--- src/rtl/core/fma_pkg.sv ---
package fma_pkg;

  // Fixed field widths of the request, response and configuration channels
  localparam int SLOT_W     = 4;
  localparam int AMOUNT_W   = 16;
  localparam int LEFT_W     = 16;
  localparam int FREE_W     = 20;
  localparam int CFG_IDX_W  = 2;
  localparam int CFG_DATA_W = 5;

  // Request action codes
  localparam logic ACT_LOAD  = 1'b0;
  localparam logic ACT_ALLOC = 1'b1;

  // Configuration register indexes
  localparam logic [CFG_IDX_W-1:0] REG_FIT_MODE     = 2'd0;
  localparam logic [CFG_IDX_W-1:0] REG_HOLES_IN_USE = 2'd1;

  // Placement policy codes; any other code acts as first fit
  localparam logic [1:0] MODE_FIRST = 2'd0;
  localparam logic [1:0] MODE_BEST  = 2'd1;
  localparam logic [1:0] MODE_WORST = 2'd2;

  localparam logic [4:0] HOLES_IN_USE_RST = 5'd16;

  typedef struct packed {
    logic                action;
    logic [SLOT_W-1:0]   slot;
    logic [AMOUNT_W-1:0] amount;
  } req_t;

  typedef struct packed {
    logic              granted;
    logic [SLOT_W-1:0] chosen_slot;
    logic [LEFT_W-1:0] left_in_hole;
    logic [FREE_W-1:0] free_total;
  } rsp_t;

  typedef struct packed {
    logic [CFG_IDX_W-1:0]  index;
    logic [CFG_DATA_W-1:0] data;
  } cfg_t;

endpackage

--- src/rtl/core/fma_chan_if.sv ---
interface fma_chan_if #(
  parameter type payload_t = logic
) ();
  logic     valid;
  logic     ready;
  payload_t payload;

  modport source (output valid, output payload, input ready);
  modport sink (input valid, input payload, output ready);
endinterface

--- src/rtl/core/fma_ram.sv ---
module fma_ram #(
  parameter int  WIDTH = 16,
  parameter int  DEPTH = 16,
  localparam int AW    = $clog2(DEPTH)
) (
  input  logic             clk_i,
  input  logic             we_i,
  input  logic [AW-1:0]    waddr_i,
  input  logic [WIDTH-1:0] wdata_i,
  input  logic             re_i,
  input  logic [AW-1:0]    raddr_i,
  output logic [WIDTH-1:0] rdata_o
);

  logic [WIDTH-1:0] mem_q [DEPTH];
  logic [WIDTH-1:0] rdata_q;

  always_ff @(posedge clk_i) begin
    if (we_i) begin
      mem_q[waddr_i] <= wdata_i;
    end
    if (re_i) begin
      rdata_q <= mem_q[raddr_i];
    end
  end

  assign rdata_o = rdata_q;

endmodule

--- src/rtl/core/fit_memory_allocator.sv ---
// Hole-table allocator. A load request writes one hole size (slot, amount) and is
// acknowledged; an allocate request carries a size and takes a hole among the first
// holes_in_use entries by first, best or worst fit (ties to the lowest index), which
// then shrinks by the request. Every request yields one response with the grant
// flag, the hole index, that hole's remaining size and the total free space of the
// holes in use (the external fragmentation when nothing fits). The table lives in
// one single-port-write RAM; per-entry valid flops clear it at reset, so there is
// no clearing pass. Each request is served by one pass of the scan unit over the
// holes in use, one RAM read per cycle, plus a table write step (load: before the
// scan, allocation: after it) and a finish step that waits on the output register.
// in_ready is high only between requests, but a new request may be taken while
// the previous response still waits on the output register. Configuration
// writes are always accepted and must only be issued while the block is idle.
module fit_memory_allocator
  import fma_pkg::*;
#(
  parameter int HOLE_COUNT = 16,
  parameter int SIZE_BITS  = 16
) (
  input  logic        clk_i,
  input  logic        rst_ni,
  fma_chan_if.sink    req_i,
  fma_chan_if.source  rsp_o,
  fma_chan_if.sink    cfg_i
);

  localparam int IDX_W = $clog2(HOLE_COUNT);
  localparam int CNT_W = $clog2(HOLE_COUNT + 1);

  localparam logic [2:0] ST_IDLE = 3'd0;
  localparam logic [2:0] ST_LWR  = 3'd1;  // load write
  localparam logic [2:0] ST_SCAN = 3'd2;  // read every hole in use
  localparam logic [2:0] ST_AWR  = 3'd3;  // allocation write-back
  localparam logic [2:0] ST_FIN  = 3'd4;  // hand result to output register

  // ---------------------------------------------------------------------------
  // Configuration registers
  // ---------------------------------------------------------------------------
  logic [1:0] fit_mode_q;
  logic [4:0] holes_q;

  assign cfg_i.ready = 1'b1;

  always_ff @(posedge clk_i or negedge rst_ni) begin
    if (!rst_ni) begin
      fit_mode_q <= MODE_FIRST;
      holes_q    <= HOLES_IN_USE_RST;
    end else if (cfg_i.valid) begin
      case (cfg_i.payload.index)
        REG_FIT_MODE:     fit_mode_q <= cfg_i.payload.data[1:0];
        REG_HOLES_IN_USE: holes_q    <= cfg_i.payload.data;
        default:          ;
      endcase
    end
  end

  // ---------------------------------------------------------------------------
  // Sequencer and scan unit registers
  // ---------------------------------------------------------------------------
  logic [2:0]           state_q, state_d;
  logic                 action_q, action_d;
  logic [SLOT_W-1:0]    slot_q, slot_d;
  logic                 slot_ok_q, slot_ok_d;
  logic [SIZE_BITS-1:0] amt_q, amt_d;
  logic [CNT_W-1:0]     n_q, n_d;         // holes taking part, saturated
  logic [CNT_W-1:0]     issue_q, issue_d; // next entry to read
  logic                 rd_pend_q, rd_pend_d;
  logic                 rd_vld_q, rd_vld_d;
  logic [IDX_W-1:0]     rd_idx_q, rd_idx_d;
  logic                 found_q, found_d;
  logic [IDX_W-1:0]     pick_q, pick_d;
  logic [SIZE_BITS-1:0] pick_size_q, pick_size_d;
  logic [FREE_W-1:0]    acc_q, acc_d;
  logic [SIZE_BITS-1:0] left_q, left_d;
  logic                 out_valid_q, out_valid_d;
  rsp_t                 out_q, out_d;

  logic [HOLE_COUNT-1:0] valid_q;

  // RAM port signals
  logic                 ram_we;
  logic [IDX_W-1:0]     ram_waddr;
  logic [SIZE_BITS-1:0] ram_wdata;
  logic                 ram_re;
  logic [IDX_W-1:0]     ram_raddr;
  logic [SIZE_BITS-1:0] ram_rdata;

  fma_ram #(
    .WIDTH (SIZE_BITS),
    .DEPTH (HOLE_COUNT)
  ) u_hole_ram (
    .clk_i   (clk_i),
    .we_i    (ram_we),
    .waddr_i (ram_waddr),
    .wdata_i (ram_wdata),
    .re_i    (ram_re),
    .raddr_i (ram_raddr),
    .rdata_o (ram_rdata)
  );

  // Entries never written since reset read as empty holes
  logic [SIZE_BITS-1:0] rd_val;
  assign rd_val = rd_vld_q ? ram_rdata : '0;

  logic req_fire;
  logic fits, better;

  assign req_i.ready = (state_q == ST_IDLE);
  assign req_fire    = req_i.valid && req_i.ready;

  // Shared compare: fit test plus best/worst tie-break against the current pick
  assign fits = (rd_val >= amt_q);
  always_comb begin
    case (fit_mode_q)
      MODE_BEST:  better = (rd_val < pick_size_q);
      MODE_WORST: better = (rd_val > pick_size_q);
      default:    better = 1'b0;  // first fit keeps the lowest index
    endcase
  end

  always_comb begin
    state_d     = state_q;
    action_d    = action_q;
    slot_d      = slot_q;
    slot_ok_d   = slot_ok_q;
    amt_d       = amt_q;
    n_d         = n_q;
    issue_d     = issue_q;
    rd_pend_d   = 1'b0;
    rd_vld_d    = rd_vld_q;
    rd_idx_d    = rd_idx_q;
    found_d     = found_q;
    pick_d      = pick_q;
    pick_size_d = pick_size_q;
    acc_d       = acc_q;
    left_d      = left_q;
    out_valid_d = out_valid_q && !rsp_o.ready;
    out_d       = out_q;
    ram_we      = 1'b0;
    ram_waddr   = pick_q;
    ram_wdata   = pick_size_q - amt_q;
    ram_re      = 1'b0;
    ram_raddr   = issue_q[IDX_W-1:0];

    case (state_q)
      ST_IDLE: begin
        if (req_fire) begin
          action_d  = req_i.payload.action;
          slot_d    = req_i.payload.slot;
          slot_ok_d = (32'(req_i.payload.slot) < HOLE_COUNT);
          amt_d     = SIZE_BITS'(req_i.payload.amount);
          n_d       = (32'(holes_q) > HOLE_COUNT) ? CNT_W'(HOLE_COUNT) : CNT_W'(holes_q);
          issue_d   = '0;
          found_d   = 1'b0;
          pick_d    = '0;
          acc_d     = '0;
          left_d    = '0;
          state_d   = (req_i.payload.action == ACT_ALLOC) ? ST_SCAN : ST_LWR;
        end
      end
      ST_LWR: begin
        ram_we    = slot_ok_q;
        ram_waddr = IDX_W'(slot_q);
        ram_wdata = amt_q;
        found_d   = slot_ok_q;
        pick_d    = slot_ok_q ? IDX_W'(slot_q) : '0;
        left_d    = slot_ok_q ? amt_q : '0;
        state_d   = ST_SCAN;
      end
      ST_SCAN: begin
        if (issue_q < n_q) begin
          ram_re    = 1'b1;
          rd_pend_d = 1'b1;
          rd_vld_d  = valid_q[issue_q[IDX_W-1:0]];
          rd_idx_d  = issue_q[IDX_W-1:0];
          issue_d   = issue_q + 1'b1;
        end
        if (rd_pend_q) begin
          acc_d = acc_q + FREE_W'(rd_val);
          if (action_q == ACT_ALLOC && fits) begin
            if (!found_q || better) begin
              found_d     = 1'b1;
              pick_d      = rd_idx_q;
              pick_size_d = rd_val;
            end
          end
        end
        if (issue_q == n_q && !rd_pend_q) begin
          state_d = (action_q == ACT_ALLOC) ? ST_AWR : ST_FIN;
        end
      end
      ST_AWR: begin
        ram_we = found_q;
        if (found_q) begin
          left_d = pick_size_q - amt_q;
          acc_d  = acc_q - FREE_W'(amt_q);
        end
        state_d = ST_FIN;
      end
      ST_FIN: begin
        if (!out_valid_q || rsp_o.ready) begin
          out_valid_d        = 1'b1;
          out_d.granted      = found_q;
          out_d.chosen_slot  = found_q ? SLOT_W'(pick_q) : '0;
          out_d.left_in_hole = LEFT_W'(left_q);
          out_d.free_total   = acc_q;
          state_d            = ST_IDLE;
        end
      end
      default: state_d = ST_IDLE;
    endcase
  end

  always_ff @(posedge clk_i or negedge rst_ni) begin
    if (!rst_ni) begin
      state_q     <= ST_IDLE;
      action_q    <= ACT_LOAD;
      slot_q      <= '0;
      slot_ok_q   <= 1'b0;
      amt_q       <= '0;
      n_q         <= '0;
      issue_q     <= '0;
      rd_pend_q   <= 1'b0;
      rd_vld_q    <= 1'b0;
      rd_idx_q    <= '0;
      found_q     <= 1'b0;
      pick_q      <= '0;
      pick_size_q <= '0;
      acc_q       <= '0;
      left_q      <= '0;
      out_valid_q <= 1'b0;
      out_q       <= '0;
    end else begin
      state_q     <= state_d;
      action_q    <= action_d;
      slot_q      <= slot_d;
      slot_ok_q   <= slot_ok_d;
      amt_q       <= amt_d;
      n_q         <= n_d;
      issue_q     <= issue_d;
      rd_pend_q   <= rd_pend_d;
      rd_vld_q    <= rd_vld_d;
      rd_idx_q    <= rd_idx_d;
      found_q     <= found_d;
      pick_q      <= pick_d;
      pick_size_q <= pick_size_d;
      acc_q       <= acc_d;
      left_q      <= left_d;
      out_valid_q <= out_valid_d;
      out_q       <= out_d;
    end
  end

  // Per-entry written flags stand in for clearing the table at reset
  always_ff @(posedge clk_i or negedge rst_ni) begin
    if (!rst_ni) begin
      valid_q <= '0;
    end else if (ram_we) begin
      valid_q[ram_waddr] <= 1'b1;
    end
  end

  assign rsp_o.valid   = out_valid_q;
  assign rsp_o.payload = out_q;

`ifndef SYNTHESIS
  a_we_state: assert property (@(posedge clk_i) disable iff (!rst_ni)
    ram_we |-> (state_q == ST_LWR || state_q == ST_AWR))
    else $error("hole table written outside a write state");

  a_alloc_scans: assert property (@(posedge clk_i) disable iff (!rst_ni)
    (req_fire && req_i.payload.action == ACT_ALLOC) |=> state_q == ST_SCAN)
    else $error("allocate request did not start a scan");

  a_pick_range: assert property (@(posedge clk_i) disable iff (!rst_ni)
    (state_q == ST_AWR && found_q) |-> CNT_W'(pick_q) < n_q)
    else $error("picked hole outside the holes in use");

  a_issue_bound: assert property (@(posedge clk_i) disable iff (!rst_ni)
    state_q == ST_SCAN |-> issue_q <= n_q)
    else $error("scan ran past the holes in use");

  a_rsp_from_fin: assert property (@(posedge clk_i) disable iff (!rst_ni)
    $rose(out_valid_q) |-> $past(state_q) == ST_FIN)
    else $error("response raised outside the finish step");
`endif

endmodule

--- src/flat_wrapper.sv ---
// flat-port wrapper written by rule: the top's interface ports become plain ports
module fit_memory_allocator_flat import fma_pkg::*;
#(
  parameter int HOLE_COUNT = 16,
  parameter int SIZE_BITS  = 16
)
  (clk_i, rst_ni, req_i_valid, req_i_payload, req_i_ready, rsp_o_valid, rsp_o_payload, rsp_o_ready, cfg_i_valid, cfg_i_payload, cfg_i_ready);
  fma_chan_if #(.payload_t(req_t)) req_i_i ();
  fma_chan_if #(.payload_t(rsp_t)) rsp_o_i ();
  fma_chan_if #(.payload_t(cfg_t)) cfg_i_i ();
  input  logic clk_i;
  input  logic rst_ni;
  input wire logic [$bits(req_i_i.valid)-1:0] req_i_valid;
  input wire logic [$bits(req_i_i.payload)-1:0] req_i_payload;
  output wire logic [$bits(req_i_i.ready)-1:0] req_i_ready;
  output wire logic [$bits(rsp_o_i.valid)-1:0] rsp_o_valid;
  output wire logic [$bits(rsp_o_i.payload)-1:0] rsp_o_payload;
  input wire logic [$bits(rsp_o_i.ready)-1:0] rsp_o_ready;
  input wire logic [$bits(cfg_i_i.valid)-1:0] cfg_i_valid;
  input wire logic [$bits(cfg_i_i.payload)-1:0] cfg_i_payload;
  output wire logic [$bits(cfg_i_i.ready)-1:0] cfg_i_ready;
  assign req_i_i.valid = req_i_valid;
  assign req_i_i.payload = req_i_payload;
  assign req_i_ready = req_i_i.ready;
  assign rsp_o_valid = rsp_o_i.valid;
  assign rsp_o_payload = rsp_o_i.payload;
  assign rsp_o_i.ready = rsp_o_ready;
  assign cfg_i_i.valid = cfg_i_valid;
  assign cfg_i_i.payload = cfg_i_payload;
  assign cfg_i_ready = cfg_i_i.ready;
  fit_memory_allocator #(.HOLE_COUNT(HOLE_COUNT), .SIZE_BITS(SIZE_BITS)) u_core (.clk_i(clk_i), .rst_ni(rst_ni), .req_i(req_i_i), .rsp_o(rsp_o_i), .cfg_i(cfg_i_i));
endmodule
--- config.mk ---
export PLATFORM = sky130hd
export DESIGN_NAME = fit_memory_allocator_flat
export DESIGN_NICKNAME = d
export VERILOG_FILES = /design/src/rtl/core/fma_pkg.sv /design/src/rtl/core/fma_chan_if.sv /design/src/rtl/core/fma_ram.sv /design/src/rtl/core/fit_memory_allocator.sv /design/src/flat_wrapper.sv
export SDC_FILE = /design/constraint.sdc
export NUM_CORES = 1
export LEC_CHECK = 0
export BUFFER_PORTS_ARGS = -buffer_cell sky130_fd_sc_hd__buf_2
export CORE_ASPECT_RATIO = 0.9
export CORE_MARGIN = 1.5
export CORE_UTILIZATION = 40
export CTS_BUF_LIST = sky130_fd_sc_hd__clkbuf_8
export DETAILED_ROUTE_END_ITERATION = 8
export PLACE_DENSITY = 0.64
export SLEW_MARGIN = 20
export SYNTH_ARGS = -nofsm -noshare
export SYNTH_HDL_FRONTEND = slang
export SYNTH_SLANG_ARGS = --single-unit
--- constraint.sdc ---
create_clock -name clk_i -period 5.04 [get_ports clk_i]
set_clock_uncertainty 0.15 [all_clocks]
set_input_delay 1.008 -clock clk_i [delete_from_list [all_inputs] [get_ports clk_i]]
set_output_delay 1.008 -clock clk_i [all_outputs]
set_load 0.05 [all_outputs]
Word level (Yosys, flattened, before mapping)
Memory sizes are Yosys's and may differ from the RTL's. A register that Yosys moved wholly into a read port is not among the register bits.
Index checks and enable logic that the tools add are counted.
{ "totals": {"input_bits": 33, "register_bits": 163, "mem_count": 1, "mem_bits_rw": 256} }
{ "mem_list": {"columns": ["memory", "words", "width", "read_ports", "rd_clocked_by_memory_dff", "write_ports", "line", "source"], "rows": [
  ["u_core.u_hole_ram.mem_q", 16, 16, 1, 1, 1, "fma_ram.sv:15", "logic [WIDTH-1:0] mem_q [DEPTH];"]
]} }
{ "op_classes": {"n_addsub": 4, "n_lt_le_gt_ge": 8, "reduce_logical": 28, "n_eq_ne": 16, "muxes": 45, "bitwise": 1} }
{ "ops": {"columns": ["operator", "n"], "rows": [
  ["$mux W16", 5],
  ["$mux W20", 3],
  ["$pmux W20 S3", 1],
  ["$pmux W16 S3", 1],
  ["$mux W4", 7],
  ["$add A20 B16 Y20", 1],
  ["$sub A20 B16 Y20", 1],
  ["$ge A16 B16 Y1", 1],
  ["$gt A16 B16 Y1", 1],
  ["$lt A16 B16 Y1", 1],
  ["$or A16 B16 Y16", 1],
  ["$sub A16 B16 Y16", 1],
  ["$mux W5", 3],
  ["$pmux W3 S5", 1],
  ["$ne A2 B1 Y1 const B", 7],
  ["$mux W1", 12],
  ["$mux W3", 4],
  ["$pmux W4 S3", 1],
  ["$lt A4 B5 Y1 const B", 2],
  ["$pmux W5 S2", 1],
  ["$reduce_and A2 Y1", 5],
  ["$reduce_and A3 Y1", 3],
  ["$reduce_bool A3 Y1", 3],
  ["$reduce_and A4 Y1", 2],
  ["other kinds (23)", 34]
]} }

Depth between registers and ports, before layout
Gate-level depths: netlist (run 1).
{ "logic_depth": {"ltp_word": 8, "mapped_depth": 16} }

Modules after synthesis
A second synthesis (run 1) with hierarchy kept.
{ "unflattened": {"cells_unflattened": 1428, "hier_area_um2": 19996.7} }
{ "by_module_without_submodules": {"columns": ["mod", "area_per_inst_um2", "seq_area_each_um2", "cells_each", "instances"], "rows": [
  ["fma_ram", 10203.5, 8167.8, 432, 1],
  ["fit_memory_allocator", 9793.1, 4080.2, 996, 1]
]} }

Least setup slack after synthesis (run 1)
Ideal clock, no wire load.
{ "synth_timing": {"path_kind": "register to register", "from": "reg u_core.u_hole_ram.rdata_q[1], in the netlist u_core.u_hole_ram.rdata_o[1], read port of u_core.u_hole_ram.mem_q", "to": "reg u_core.acc_q[19]", "path_stages_with_launch": 15, "n_path_buf": 1, "setup_slack_ps": 1339, "required_time_ps": 4821, "arrival_ps": 3482, "path_cell_list": "edfxtp_1 nor4_4 nand2_1 nor4_1 xnor2_1 a22oi_1 ha_1 clkbuf_1 o21ai_0 o211ai_1 a221o_1 a31o_1 o211a_1 or4_1 nand3_1"} }
{ "synth_via": {"elab_chain_cells": 4} }
{ "synth_lines": {"columns": ["item", "line", "source"], "rows": [
  ["from (decl)", "fma_ram.sv:16", "logic [WIDTH-1:0] rdata_q;"],
  ["$mux W16", "fit_memory_allocator.sv:103", "assign rd_val = rd_vld_q ? ram_rdata : '0;"],
  ["$add A20 B16 Y20", "fit_memory_allocator.sv:179", "acc_d = acc_q + FREE_W'(rd_val);"],
  ["$mux W20", "fit_memory_allocator.sv:178", "if (rd_pend_q) begin"],
  ["$pmux W20 S3", "fit_memory_allocator.sv:145", "case (state_q)"],
  ["to (signal assigned)", "fit_memory_allocator.sv:229", "acc_q <= '0;"],
  ["to (signal assigned)", "fit_memory_allocator.sv:247", "acc_q <= acc_d;"],
  ["to (decl)", "fit_memory_allocator.sv:73", "logic [FREE_W-1:0] acc_q, acc_d;"]
]} }
No other way between the ends. The select of a mux whose other input is x is not followed.
A chain may end at the register's enable or synchronous reset.

Worst setup path after layout (run 1)
{ "layout_timing": {"from": "reg u_core.state_q[2]", "to": "reg u_core.acc_q[19]"} }
{ "layout_via": {"elab_chain_cells": 4} }
{ "layout_lines": {"columns": ["item", "line", "source"], "rows": [
  ["from (decl)", "fit_memory_allocator.sv:60", "logic [2:0] state_q, state_d;"],
  ["from (signal assigned)", "fit_memory_allocator.sv:234", "state_q <= state_d;"],
  ["$logic_not A3 Y1", "fit_memory_allocator.sv:108, fit_memory_allocator.sv:145", null],
  ["$logic_and A1 B1 Y1", "fit_memory_allocator.sv:109", "assign req_fire = req_i.valid && req_i.ready;"],
  ["$ne A2 B2 Y1 (no source line)", null, null],
  ["$reduce_and A4 Y1 (no source line)", null, null]
]} }
Parallel ways exist; a longest one is shown, timed or not.

==> impl_metrics.yaml, run 1 <==
floorplanning:
  core_area_um2: 49200
  initial_utilization_pct: 40.6
  fp-row-count: 77
  design.die.area_um2: 51400
  io-pin-count: 77
  dieHeight_um: 215
  floorplan.die.width_um: 239
placed_design:
  dp.cells: 2135
  place_hpwl_mm: 32.1
  numPortBuffers: 75
  final_weighted_congestion_of_routability_driven_global_placement: 0.924
  place_ws_ns: 0.946
cts:
  worst_skew_pair_later_pin_latency_ns: 0.64
  root_buffer: "sky130_fd_sc_hd__clkbuf_8"
  ctsResizeCount: 0
  cts_tree: "yes"
  tritoncts.num_buffers: 70
  ctsHoldBuffers: 0
  htree_num_levels: 3
  cts_num_sinks: 435
  post-cts-setup-buffer-count: 0
  clk_pin_slew_worst_paths_ns: 0.06
  max-clock-path-buffers: 3
detailed_routing:
  drt-pass1-iter-count: 5
  via_per_inst: 5.53
  vias: 12464
  detail_route.wl_per_cell_um: 21.5
  drt_iter0_markers: 1108
  detail_route.wirelength_mm: 48.5
  detail-route-antenna-nets: 0
  drt_drc_violations_left: 0
timing:
  finalSetupViolCount: 0
  finalWorstSetupSlack_ns: 0.879
  report.final.hold_viol_count: 0
  final-max-slew-violation-count: 0
  post-route-period-util_pct: 82.5
  achievable-frequency_ghz: 0.240
  period_needed_ns: 4.16
  rsz_0062_raised_after_global_routing: "false"
  fin_tns_setup_ns: 0
  worst_slew_pin_slew_ns: 1.05
  slew_headroom_pct: 30.0
worst_setup_path:
  worstSetupStartpointType: "flip-flop"
  critical_path_class: "flip-flop to flip-flop"
  crit-reg2reg-launch: "u_core.state_q[2]"
  slack_of_the_worst_reg_to_reg_path_ns: 0.88
  number_of_buffer_and_inverter_instances_along_the_worst_setup_path: 2
  critical_path.max_fanout: 21
  crit_start: "u_core.state_q[2]"
  timing.critical_path.max_delay_family: "compound AO/OA/AOI/OAI gates"
  reg2regPathDepth: 13
  worst_setup_ep_type: "flip-flop"
  crit_path_cell_chain: "and3b_1 > buf_4 > nor2_2 > buf_4 > a22oi_1 > ha_1 > nor2b_1 > o31ai_1 > a211oi_1 > a31o_1 > o211a_1 > or4_1 > nand3_1"
  endpoint: "u_core.acc_q[19]"
  worst_ep_arrival_time_ns: 4.56
  critical-path-max-stage-delay_ns: 0.57
  cp_data_required_time_ns: 5.44
  cpMostUsedCell: "sky130_fd_sc_hd__buf_4"
  cp.depth: 13
  r2r-end: "u_core.acc_q[19]"
  timing.critical_path.slowest_stage_cell: "sky130_fd_sc_hd__dfrtp_1"
layout:
  layout-drive-gt1-share_pct: 25.3
  layout.cells.non_filler: 2253
  fill_cells: 4366
  area.growth.synth_to_final_pct: 13.0
  layout.nets: 1641
  n_antenna_cell: 0
  postLayoutCoreUtil_pct: 45.9
synthesis:
  number_of_synthesized_flops_with_an_enable_pin: 272
  synth.cell_area_um2: 20000
  synth_unique_cells: 79
  synthesis.area_per_instance_um2: 14.3
  synth.ff_latch_count: 435
  yosysSeqAreaShare_pct: 61.2
  dominantRegCellSynth: "sky130_fd_sc_hd__edfxtp_1"
  ys_async_sr_fraction_pct: 37.5
  count_of_mapped_cells_out_of_synthesis: 1404
  syn_nets: 1509
  yosysWarnings: 0
grt:
  global_route_wire_length_before_repair_mm: 75.0
  grt_pass1_vias: 12578
  globalRouteTotalUtil_pct: 19.3
  antenna_found_initial: 0
  grt_max_degree: 91
  grt.overflow.total: 0
job:
  drv.max_cap_violation_count: 0
power_and_ir_drop:
  power.static_leakage_nw: 8.90
  worst_ir_drop_vdd_v: 0.000277
  cellPowerDensity_nw_per_um2: 731
worst_hold_path:
  holdCritPathClass: "input port to asynchronous set/reset pin"
run_status:
  run_status: "finished clean"
## cells in the final DEF, fill, tap and decap left out, types with 16 or more instances in the layout
cell type                  Yosys  layout
sky130_fd_sc_hd__nor2_1       60      53
sky130_fd_sc_hd__dfrtp_1     162     160
sky130_fd_sc_hd__buf_2         5      74
sky130_fd_sc_hd__and2_1       18      17
sky130_fd_sc_hd__nand3_1      17      16
sky130_fd_sc_hd__inv_1        59      85
sky130_fd_sc_hd__nand2_1     114     114
sky130_fd_sc_hd__xnor2_1      21      21
sky130_fd_sc_hd__edfxtp_1    272     272
sky130_fd_sc_hd__a21oi_1      46      45
sky130_fd_sc_hd__a22oi_1      26      26
sky130_fd_sc_hd__or2_2        20      20
sky130_fd_sc_hd__xor2_1       16      16
sky130_fd_sc_hd__a21o_1       19      19
sky130_fd_sc_hd__mux2_2       56      56
sky130_fd_sc_hd__o21ai_0      88      88
sky130_fd_sc_hd__mux4_2       85      85
sky130_fd_sc_hd__ha_1         70      70
sky130_fd_sc_hd__buf_4         2      46
sky130_fd_sc_hd__nor3_1       21      21
sky130_fd_sc_hd__clkbuf_8      0      75
## final cells by class
type | count | area [um2] | share of cell area, %
flip-flops and latches | 435 | 12300 | 54.2
multi-input cells | 848 | 7300 | 32.3
clock buffers | 75 | 1030 | 4.57
well taps | 671 | 840 | 3.71
repair buffers | 121 | 727 | 3.22
clock inverters | 43 | 229 | 1.01
inverters | 60 | 225 | 0.996
## kinds of logic after synthesis
| group | after synthesis | synth area share [%] |
|---|---|---|
| DFF | 435 | 61.2 |
| and+or+nand+nor | 309 | 7.55 |
| AOI/OAI and AO/OA | 277 | 9.12 |
| muxes | 152 | 13.4 |
| buffers and inverters | 121 | 2.46 |
| adders and majority gates | 72 | 4.58 |
| xor gates and xnor gates | 37 | 1.62 |
| other | 1 | 0.0187 |
## worst register-to-register path, stage by stage, from the launching register on
cell and delay (ns):
sky130_fd_sc_hd__dfrtp_1 0.57, sky130_fd_sc_hd__and3b_1 0.36, sky130_fd_sc_hd__buf_4 0.27, sky130_fd_sc_hd__nor2_2 0.06
sky130_fd_sc_hd__buf_4 0.20, sky130_fd_sc_hd__a22oi_1 0.29, sky130_fd_sc_hd__ha_1 0.29, sky130_fd_sc_hd__nor2b_1 0.14
sky130_fd_sc_hd__o31ai_1 0.42, sky130_fd_sc_hd__a211oi_1 0.18, sky130_fd_sc_hd__a31o_1 0.32, sky130_fd_sc_hd__o211a_1 0.25
sky130_fd_sc_hd__or4_1 0.48, sky130_fd_sc_hd__nand3_1 0.09
## worst min path at each step
stage	from	end	cells past startpoint
after CTS	rst_ni	u_core.rsp_o.payload[29]	1
after global placement	u_core.valid_q[3]	u_core.valid_q[3]	1
after global routing	u_core.valid_q[0]	u_core.valid_q[0]	1
after detailed placement	u_core.valid_q[11]	u_core.valid_q[11]	1
after floorplan	u_core.valid_q[10]	u_core.valid_q[10]	1
final	rst_ni	u_core.rsp_o.payload[33]	1
## synth_stat cells, types with 9 or more instances
master	number	area [um2]
sky130_fd_sc_hd__o21ai_0	88	440
sky130_fd_sc_hd__nand3_1	17	85.1
sky130_fd_sc_hd__mux4_2	85	1910
sky130_fd_sc_hd__clkbuf_1	45	169
sky130_fd_sc_hd__xnor2_1	21	184
sky130_fd_sc_hd__and2_1	18	113
sky130_fd_sc_hd__nand2_1	114	428
sky130_fd_sc_hd__a21o_1	19	143
sky130_fd_sc_hd__nand2b_1	12	75.1
sky130_fd_sc_hd__a22oi_1	26	195
sky130_fd_sc_hd__o31ai_1	9	67.6
sky130_fd_sc_hd__o21a_1	11	82.6
sky130_fd_sc_hd__a21oi_1	46	230
sky130_fd_sc_hd__dfrtp_1	162	4050
sky130_fd_sc_hd__a211oi_1	10	75.1
sky130_fd_sc_hd__nor3_1	21	105
sky130_fd_sc_hd__nand4_1	9	56.3
sky130_fd_sc_hd__nor2_1	60	225
sky130_fd_sc_hd__ha_1	70	876
sky130_fd_sc_hd__or2_2	20	125
sky130_fd_sc_hd__inv_1	59	221
sky130_fd_sc_hd__a22o_1	13	114
sky130_fd_sc_hd__xor2_1	16	140
sky130_fd_sc_hd__mux2_2	56	631
sky130_fd_sc_hd__edfxtp_1	272	8170
## power by group
part	internal [mW]	leakage (nW)	total (mW)	switching (mW)
Sequential	5.60	4.60	6.22	0.624
Combinational	2.79	3.57	7.52	4.73
Clock	1.39	0.736	2.78	1.39
Total	9.77	8.90	16.5	6.75
## state kept, by name, indices dropped and copies added, names as in the netlist, 2 cells and up
name and cells:
u_core.u_hole_ram.rdata_o 16, u_core.pick_size_q 16, u_core.amt_q 16, u_core.acc_q 20, u_core.slot_q 4, u_core.valid_q 16
u_core.issue_q 5, u_core.rsp_o.payload 41, u_core.pick_q 4, u_core.n_q 5, u_core.fit_mode_q 2, u_core.u_hole_ram.mem_q 256
u_core.state_q 3, u_core.left_q 16, u_core.rd_idx_q 4, u_core.holes_q 5
## metrics by stage
stage / hold WS, ns / cell area [um2] / power [mW]
6_report: 0.312 / 22600 / 16.5
5_1_grt: 0.324 / 22600 / 17.6
4_1_cts: 0.316 / 22600 / 16.6
3_5_place_dp: 0.301 / 21300 / 13.8
3_3_place_gp: 0.297 / 21300 / 13.6
2_1_floorplan: 0.284 / 20000 / 11.3
## routing by layer
layer	global-route usage, %	vias to the layer above	part of all wire, %
met5	0	-	0
met4	5.95	0	2.7
met3	3.57	98	5.1
met2	30.9	366	48
met1	26.6	6374	44
li1	-	5626	-
No activity file was read; power rests on OpenSTA's default activity.
==> inputs of run 2 (changes only) <==
==> constraint.sdc (replaced) <==
create_clock -name clk_i -period 4.2 [get_ports clk_i]
set_clock_uncertainty 0.15 [all_clocks]
set_input_delay 0.84 -clock clk_i [delete_from_list [all_inputs] [get_ports clk_i]]
set_output_delay 0.84 -clock clk_i [all_outputs]
set_load 0.05 [all_outputs]
==> impl_metrics.yaml, run 2 (same netlist as run 1, synthesis figures left out) <==
cts:
  htree_num_levels: 3
  worst_skew_pair_later_pin_latency_ns: 0.63
  cts_num_sinks: 435
  clk_pin_slew_worst_paths_ns: 0.06
  post-cts-setup-buffer-count: 0
  tritoncts.num_buffers: 71
  cts_tree: "yes"
  ctsResizeCount: 0
  max-clock-path-buffers: 3
  ctsHoldBuffers: 0
  root_buffer: "sky130_fd_sc_hd__clkbuf_8"
timing:
  finalSetupViolCount: 0
  finalWorstSetupSlack_ns: 0.212
  fin_tns_setup_ns: 0
  achievable-frequency_ghz: 0.251
  report.final.hold_viol_count: 0
  final-max-slew-violation-count: 0
  post-route-period-util_pct: 95.0
  period_needed_ns: 3.99
  rsz_0062_raised_after_global_routing: "false"
  slew_headroom_pct: 24.6
  worst_slew_pin_slew_ns: 1.13
worst_setup_path:
  number_of_buffer_and_inverter_instances_along_the_worst_setup_path: 0
  critical-path-max-stage-delay_ns: 0.59
  timing.critical_path.slowest_stage_cell: "sky130_fd_sc_hd__a2111oi_0"
  cpMostUsedCell: "sky130_fd_sc_hd__a21o_1"
  worst_setup_ep_type: "flip-flop"
  critical_path_class: "flip-flop to flip-flop"
  timing.critical_path.max_delay_family: "compound AO/OA/AOI/OAI gates"
  crit_start: "u_core.u_hole_ram.rdata_o[8]"
  worst_ep_arrival_time_ns: 4.33
  crit-reg2reg-launch: "u_core.u_hole_ram.rdata_o[8]"
  critical_path.max_fanout: 8
  cp_data_required_time_ns: 4.55
  worstSetupStartpointType: "flip-flop"
  crit_path_cell_chain: "nor4_1 > nand3_4 > xor2_1 > a22oi_1 > ha_1 > a21o_1 > a21o_1 > a2111oi_0 > nand2_1 > nor3_1 > nor2_1 > a221o_1"
floorplanning:
  design.die.area_um2: 51400
  initial_utilization_pct: 40.6
  dieHeight_um: 215
  core_area_um2: 49200
  io-pin-count: 77
  floorplan.die.width_um: 239
  fp-row-count: 77
worst_hold_path:
  holdCritPathClass: "input port to asynchronous set/reset pin"
layout:
  layout.nets: 1655
  max_flop_register: "u_core.u_hole_ram.mem_q"
  n_antenna_cell: 0
  largest_reg_flops: 256
  postLayoutCoreUtil_pct: 46.2
  area.growth.synth_to_final_pct: 13.6
  layout-drive-gt1-share_pct: 25.6
  final_cell_mix: "sky130_fd_sc_hd__edfxtp_1, sky130_fd_sc_hd__dfrtp_1, sky130_fd_sc_hd__nand2_1"
  final_cell_area_um2: 22700
  final_common_cell: "sky130_fd_sc_hd__edfxtp_1"
grt:
  antenna_found_initial: 2
  grt_max_degree: 73
  global_route_wire_length_before_repair_mm: 75.2
  grt.overflow.total: 0
  globalRouteTotalUtil_pct: 19.4
  grt_pass1_vias: 12392
power_and_ir_drop:
  p_total_mw: 20.0
  power.static_leakage_nw: 8.95
  worst_ir_drop_vdd_v: 0.000408
  cellPowerDensity_nw_per_um2: 879
job:
  drv.max_cap_violation_count: 0
placed_design:
  place_ws_ns: 0.312
  place_hpwl_mm: 32.1
  numPortBuffers: 75
  post_dp_cell_area_um2: 21500
  final_weighted_congestion_of_routability_driven_global_placement: 0.948
detailed_routing:
  drt-pass1-iter-count: 7
  drt_iter0_markers: 1103
  drt_drc_violations_left: 0
  vias: 12397
  via_per_inst: 5.46
  detail_route.wirelength_mm: 48.7
  detail_route.wl_per_cell_um: 21.5
  detail-route-antenna-nets: 0
run_status:
  run_status: "finished clean"
run 2: layout make-up:
class | instances | area, um2
fill | 4351 | 26500
tap | 671 | 840
sequential | 435 | 12300
inverter | 60 | 225
clock inverter | 46 | 218
multi-input combinational | 848 | 7290
timing repair buffer | 134 | 850
clock buffer | 76 | 1050
run 2: where the power goes:
part,switching [mW],internal (mW)
registers,0.660,6.72
logic,5.81,3.45
clock network,1.67,1.68
total,8.14,11.8
run 2: worst paths after layout:
check	end	slack (ns)	depth (start not counted)
min in group clk_i	u_core.slot_q[1]	0.25	3
setup reg to reg	u_core.acc_q[18]	0.21	12
hold / removal	u_core.rsp_o.payload[27]	0.06	1
max in group asynchronous	u_core.holes_q[4]	2.90	2
setup / recovery	u_core.acc_q[18]	0.21	12
hold reg to reg	u_core.valid_q[12]	0.31	1
run 2: per-layer routing:
| metal | up-vias | track usage, % | share of wire [%] | wire, um |
|---|---|---|---|---|
| li1 | 5643 | - | - | - |
| met3 | 79 | 3.69 | 5.6 | 2740 |
| met2 | 404 | 30.7 | 47 | 23000 |
| met5 | - | 0 | 0 | 0 |
| met1 | 6271 | 27.0 | 44 | 21700 |
| met4 | 0 | 6.24 | 2.6 | 1250 |
run 2: stage by stage:
| step | hold WS (ns) | cells |
|---|---|---|
| global placement | 0.297 | 2148 |
| floorplan | 0.284 | 1404 |
| CTS | 0.0681 | 2270 |
| detailed placement | 0.299 | 2148 |
| finish | 0.0612 | 2270 |
| global route | 0.0795 | 2270 |
